File: config.mk
export PLATFORM = sky130hd
export DESIGN_NAME = bsss_ram
export DESIGN_NICKNAME = d
export VERILOG_FILES = /design/src/hdl/best_subset_score_search_unit_macros.svh /design/src/hdl/bsss_ram.sv
export SDC_FILE = /design/constraint.sdc
export NUM_CORES = 1
export LEC_CHECK = 0
export BUFFER_PORTS_ARGS = -buffer_cell sky130_fd_sc_hd__buf_2
export CAP_MARGIN = 40
export CORE_ASPECT_RATIO = 0.8
export CORE_MARGIN = 5
export CORE_UTILIZATION = 44
export CTS_CLUSTER_SIZE = 10
export DETAILED_ROUTE_END_ITERATION = 8
export SLEW_MARGIN = 20
export SYNTH_ARGS = -nofsm -noshare
export SYNTH_HDL_FRONTEND = slang
export SYNTH_SLANG_ARGS = --single-unit
export TNS_END_PERCENT = 100
File: constraint.sdc
create_clock -name i_clk -period 1.8 [get_ports i_clk]
set_input_delay 0.18 -clock i_clk [delete_from_list [all_inputs] [get_ports i_clk]]
set_output_delay 0.18 -clock i_clk [all_outputs]
set_load 0.01 [all_outputs]
File: src/hdl/best_subset_score_search_unit_macros.svh
// Assertion helpers for the search unit
`ifndef BEST_SUBSET_SCORE_SEARCH_UNIT_MACROS_SVH
`define BEST_SUBSET_SCORE_SEARCH_UNIT_MACROS_SVH

// same-cycle implication, checked out of reset
`define BSSS_ASSERT_NOW(label, ante, cons) \
    label: assert property (@(posedge i_clk) disable iff (!i_rst_n) (ante) |-> (cons)) \
        else $error("bsss assertion failed");

// next-cycle implication, checked out of reset
`define BSSS_ASSERT_NEXT(label, ante, cons) \
    label: assert property (@(posedge i_clk) disable iff (!i_rst_n) (ante) |=> (cons)) \
        else $error("bsss assertion failed");

`endif

File: src/hdl/bsss_ram.sv
`timescale 1ns / 1ps
`default_nettype none
module bsss_ram #(
    parameter int WIDTH = 8,
    parameter int DEPTH = 16
) (
    input  wire logic                     i_clk,
    input  wire logic                     i_we,
    input  wire logic [$clog2(DEPTH)-1:0] i_waddr,
    input  wire logic [WIDTH-1:0]         i_wdata,
    input  wire logic [$clog2(DEPTH)-1:0] i_raddr,
    output logic      [WIDTH-1:0]         o_rdata
);

    logic [WIDTH-1:0] r_mem [DEPTH];

    always_ff @(posedge i_clk) begin
        if (i_we) begin
            r_mem[i_waddr] <= i_wdata;
        end
        o_rdata <= r_mem[i_raddr];
    end

endmodule
`default_nettype wire

==> results.md, run 1 <==
- GP Congestion: 0.706
- Status: completed
- Post-DR wirelength/cell: 22.3 um
- FP Rows: 35
- Die width: 131 um
- Reg2Reg Depth: 3
- Type of destination of the critical path: flop
- WS Path Type: flop to flop
- Clock power frac: 46.9%
- Synthesized area: 0.00515 mm^2
- Placed cells: 413
- Clock Latency Late Sink: 0.40 ns
- Power Density: 1190 mW/mm^2
- Placed Area: 0.00557 mm^2
- Leak pwr: 2.11 nW
- Buffers from clock root to sink, at most: 2
- Iter 0 DRT Violations: 189
- Post-synth cell types: 19
- CTS tree: yes
- DRT Pass-1 Iters: 4
- Syn Nets: 247
- Cell type with the largest total area after synthesis: edfxtp_1
- Post-CTS setup buffer count: 0
- Final hold vios: 0
- Final non-filler cell total: 445
- Die area: 0.0140 mm^2
- Routed wire length: 9.91 mm
- Synth top area share: 74.7%
- Vias: 2414
- PortBufs: 25
- Slew @ Worst Pin: 0.436 ns
- Layout cells sized above 1: 30.3%
- Final setup violation count: 0
- RSZ-0062 raised after global routing: no
- DP Worst Slack: 0.245 ns
- Tcrit/Tclk final: 76.7%
- Worst reg2reg endpoint: o_rdata[5]$_DFF_P_
- Diode count: 0
- Achievable clock frequency: 724 MHz
- Synthesized area per cell: 22.5 um^2
- Critical Path AT: 1.65 ns
- Total Routing Usage GR: 15.6%
- Clk sinks: 136
- Max-cap viol count: 0
- Max incr delay on CP: 0.54 ns
- Max-slew violations: 0
- CP max-delay cell: mux4_1
- Seq/Total Area, Yosys: 77.8%
- Critical Path Sink: o_rdata[5]$_DFF_P_
- Core area: 0.0115 mm^2
- Number of nets in the layout: 302
- Async SR Flop Fraction: 0%
- Top_reg_cell synth: edfxtp_1
- Post-layout min period: 1.38 ns
- Commonest cells post-synth: edfxtp_1, mux4_2, a22oi_1
- Cell count after synthesis: 229
- Worst hold path type: primary input to flop
- Vias in the first global route: 2473
- Layout Skew: 0.00536 ns
- Reg2reg start: r_mem[9][5]$_DFFE_PP_
- Most common cell in the synthesized netlist: edfxtp_1
- Initial antenna violation count: 0
- EDFF count, synth: 128
- Drt drc: 0
- Die H: 107 um
- Final setup margin: 0.419 ns
- R2R setup slack: 0.42 ns
- GRT overflow: 0
- Max VDD drop: 0.973 mV
- Post-CTS sizing: 0
- Post-DP HPWL: 6.41 mm
- Crit start category: flop
- Gate power share: 4.6%
- CTS root buf: clkbuf_16
- Number of top-level pins: 26
- Cell breakdown of the critical path: mux4_1 -> a22oi_1 -> nand2_1
- CTS H-tree depth: 4
- Cts hold-fix bufs: 0
- Sw Ratio: 18.7%
- Worst slew margin: 70.9%
- Clock-pin slew on the worst setup and hold paths: 0.05 ns
- Pint: 5.98 mW
- Post-layout instance area: 0.00616 mm^2
- Multi-input logic area: 0.00106 mm^2
- Ranking of synthesized cells by area: edfxtp_1, mux4_2, mux4_1
- Sw Pwr: 1.37 mW
- Sequential Area: 0.00400 mm^2
- Synth Warn #: 0
- DR vias/cell: 5.42
- ANT nets after route: 0
- CP startpoint: r_mem[9][5]$_DFFE_PP_
- Synthesis-stage register bit count: 136
- Initial core utilization: 44.9%
- Fill count: 905
- Number of CTS-inserted buffers: 17
- Largest net degree at the start of global routing: 33
- Layout area overhead: 19.7%
- Setup TNS: 0 ns
- Sequential power share: 48.4%
- Req. time, crit path: 2.07 ns
- First-pass GRT wire length: 15.1 mm
- CP max FO: 1
power by group through the flow:
stage	clock [mW]	sequential, mW	combinational [mW]
4_1_cts	3.52	3.57	0.352
3_5_place_dp	0	3.63	0.350
2_1_floorplan	0	3.63	0.180
3_3_place_gp	0	3.63	0.342
6_report	3.45	3.56	0.340
5_1_grt	3.67	3.57	0.376
critical path, delay by kind of cell (launching register included):
family | cells | cell delay (ns)
AO/OA/AOI/OAI | 1 | 0.20
AND/OR/NAND/NOR | 1 | 0.12
flip-flops | 1 | 0.40
multiplexers | 1 | 0.54
routing by layer:
metal | routed length, um | vias to the layer above | GRT usage (%)
li1 | - | 1090 | -
met1 | 4430 | 1234 | 23.2
met2 | 4650 | 84 | 22.1
met3 | 767 | 6 | 4.88
met4 | 70 | 0 | 4.85
met5 | 0 | - | 0
placed cells by master (no fill, tap or decap), types with 2 or more instances in the layout:
cell type	n
buf_4	18
edfxtp_1	128
clkinv_1	3
bufinv_16	4
buf_12	3
a22oi_1	16
nand3b_1	2
mux4_1	14
clkbuf_1	4
clkbuf_16	17
nand2b_1	2
mux4_2	18
clkinv_2	3
dfxtp_1	8
buf_2	25
nor3_1	4
nor2_1	13
nand2_1	9
final cells by class:
class	count	area share, %
clock buffer	21	7.15
clock inverter	11	2.50
multi-input combinational	83	17.2
sequential	136	65.0
tap	148	3.01
timing repair buffer	46	5.20
logic make-up (layout without fill, tap and decap cells):
group,Yosys count,after routing,share of synthesized area (%)
buffers and inverters,10,78,1.68
and+or+nand+nor,35,35,3.18
AOI/OAI and AO/OA,16,16,2.33
muxes,32,32,15.0
DFF,136,136,77.8
registers in the layout, summed over array words and instances (netlist names):
register / count
r_mem: 128
o_rdata: 8
worst min path at each step:
| stage | to | startpoint | cells past startpoint |
|---|---|---|---|
| 3_5_place_dp | o_rdata[2] | o_rdata[2]$_DFF_P_ | 1 |
| 6_report | r_mem[15][5]$_DFFE_PP_ | i_wdata[5] | 1 |
| 4_1_cts | r_mem[14][6]$_DFFE_PP_ | i_wdata[6] | 1 |
| 5_1_grt | r_mem[10][6]$_DFFE_PP_ | i_wdata[6] | 1 |
| 3_3_place_gp | r_mem[15][5]$_DFFE_PP_ | i_wdata[5] | 1 |
| 2_1_floorplan | r_mem[0][0]$_DFFE_PP_ | i_wdata[0] | 0 |
through the flow:
step	hold WS [ns]	utilization, %	power, mW
final	0.156	53.7	7.36
after global routing	0.151	53.7	7.62
after CTS	0.145	53.7	7.44
after detailed placement	0.579	48.5	3.98
after global placement	0.573	48.5	3.97
after floorplan	0.279	-	3.81
No activity file was read; power rests on OpenSTA's default activity.
==> inputs of run 2 (changes only) <==
==> constraint.sdc (replaced) <==
create_clock -name i_clk -period 1.3 [get_ports i_clk]
set_input_delay 0.13 -clock i_clk [delete_from_list [all_inputs] [get_ports i_clk]]
set_output_delay 0.13 -clock i_clk [all_outputs]
set_load 0.01 [all_outputs]
==> run 2 against run 1 <==
  * Clock skew up 0.0020 ns
  * Design area up 1.9%
  * Count of clock-buffer cells in the layout down 2
  * First-iteration DRC count down 11%
  * Wire length up 0.94%
  * Critical path depth unchanged
  * Register-to-register slack worse by 0.39 ns
  * Fmax up 8.9%
  * Flip-flop and latch count unchanged
  * Highest routed layer is now met5
==> results.md, run 2 (synthesis results as in run 1) <==
- Req. time, crit path: 1.59 ns
- Layout Skew: 0.00732 ns
- Final setup violation count: 0
- Drt drc: 0
- Hold Startpoint: i_wdata[5]
- Die area: 0.0140 mm^2
- Total Routing Usage GR: 15.4%
- Core area: 0.0115 mm^2
- Placed Area: 0.00564 mm^2
- Routed length on met2: 4.47 mm
- RSZ-0062 raised after global routing: yes
- Worst slew margin: 39.4%
- Post-DR wirelength/cell: 22.1 um
- Clk sinks: 136
- Final non-filler cell total: 452
- Power Density: 1630 mW/mm^2
- Routed wire length: 10.0 mm
- Design Power: 10.2 mW
- Status: completed
- Clock-pin slew on the worst setup and hold paths: 0.06 ns
- Vias in the first global route: 2524
- CTS tree: yes
- CP max FO: 1
- Clock Latency Late Sink: 0.41 ns
- Die width: 131 um
- Max-cap viol count: 0
- Min Hold Slack: 0.102 ns
- Layout area overhead: 21.9%
- Reg2Reg Depth: 3
- Wire length on met3: 730 um
- Cell count of the worst hold path: 1
- Post-DP HPWL: 6.60 mm
- Vias: 2470
- CTS root buf: clkbuf_16
- CTS H-tree depth: 4
- ANT nets after route: 0
- Achievable clock frequency: 788 MHz
- Final hold vios: 0
- Worst reg2reg endpoint: o_rdata[0]$_DFF_P_
- Reg2reg start: r_mem[10][0]$_DFFE_PP_
- Number of CTS-inserted buffers: 17
- DR vias/cell: 5.46
- Max FFs per register: 128
- Max VDD drop: 1.01 mV
- DR top layer: met5
- Reg with most FFs: r_mem
- Slew @ Worst Pin: 0.905 ns
- FP Rows: 35
- Highest-count cells in the layout ignoring fill and taps: edfxtp_1, mux4_2, buf_2
- Die H: 107 um
- GRT overflow: 0
- DP Worst Slack: -0.247 ns
- Post-layout min period: 1.27 ns
- DRT Pass-1 Iters: 4
- Final setup margin: 0.0314 ns
- Largest net degree at the start of global routing: 18
- Critical Path AT: 1.55 ns
- Regs by FF count: r_mem (128), o_rdata (8)
- Cts hold-fix bufs: 0
- Leak pwr: 2.12 nW
- Crit start category: flop
- WS Path Type: flop to flop
- Initial core utilization: 44.9%
- Iter 0 DRT Violations: 168
- Min-Delay Endpoint: r_mem[13][5]$_DFFE_PP_
- Buffers from clock root to sink, at most: 2
- Metal1 wirelength: 4.70 mm
- Diode count: 0
- R2R setup slack: 0.03 ns
- Post-layout instance area: 0.00628 mm^2
- Number of top-level pins: 26
- PortBufs: 25
- Initial antenna violation count: 1
- Number of nets in the layout: 309
- Placed cells: 419
- Layout cells sized above 1: 40.1%
- Leading cell type in the layout, fill and taps excluded: edfxtp_1
- Tcrit/Tclk final: 97.6%
- First-pass GRT wire length: 15.0 mm
- GP Congestion: 0.754
- Max-slew violations: 0
- Type of destination of the critical path: flop
- Worst hold path type: primary input to flop
==> run 2: changes by cell type in the layout (fill, tap and decap cells not counted), sizes merged <==
| cell | delta |
|---|---|
| clkinv | +1 |
| clkbuf | -2 |
| buf | +7 |
| clkinvlp | +2 |
| bufinv | -1 |
==> run 2: timing repair <==
action | 4_1_cts | 5_1_grt
pin swaps | 1 | 2
resized for setup | 5 | 12
gates cloned | 0 | 0
buffers inserted | 0 | 0
setup endpoints to repair | 3 | 7
==> run 2: metrics by stage <==
step / setup TNS (ns) / utilization, %
2_1_floorplan: -2.94 / -
3_3_place_gp: -3.17 / 49.1
3_5_place_dp: -3.64 / 49.1
4_1_cts: 0 / 54.5
5_1_grt: -0.0170 / 54.7
6_report: 0 / 54.7
==> run 2: routing by layer <==
layer	GRT usage (%)	up-vias
li1	-	1095
met1	22.7	1286
met2	21.7	78
met3	5.48	9
met4	4.41	2
met5	0	-
==> run 2: worst max path at each step <==
stage	startpoint	end	slack [ns]	cells after the start
floorplan	i_waddr[2]	r_mem[3][0]$_DFFE_PP_	-0.1	2
global placement	i_raddr[0]	o_rdata[0]$_DFF_P_	-0.22	5
detailed placement	i_raddr[0]	o_rdata[0]$_DFF_P_	-0.25	5
CTS	r_mem[2][6]$_DFFE_PP_	o_rdata[6]$_DFF_P_	0.0009	3
global route	r_mem[2][6]$_DFFE_PP_	o_rdata[6]$_DFF_P_	-0.02	3
finish	r_mem[10][0]$_DFFE_PP_	o_rdata[0]$_DFF_P_	0.03	3
==> run 2: cell type report <==
class	instances	area (um^2)
repair buffers	53	385
clock inverters	13	153
well taps	148	185
flip-flops and latches	136	4000
multi-input cells	83	1100
fillers	908	5200
clock buffers	19	453
==> run 2: where the power goes <==
part / switching [mW] / internal, mW
Sequential: 0.0336 / 4.90
Clock: 1.70 / 3.09
Combinational: 0.280 / 0.235
Total: 2.01 / 8.23
==> run 2: worst max-delay path, cell delays in order, from the launching register on <==
cell and delay, ns:
edfxtp_1 0.36, mux4_2 0.48, a22oi_2 0.20, nand2_1 0.11
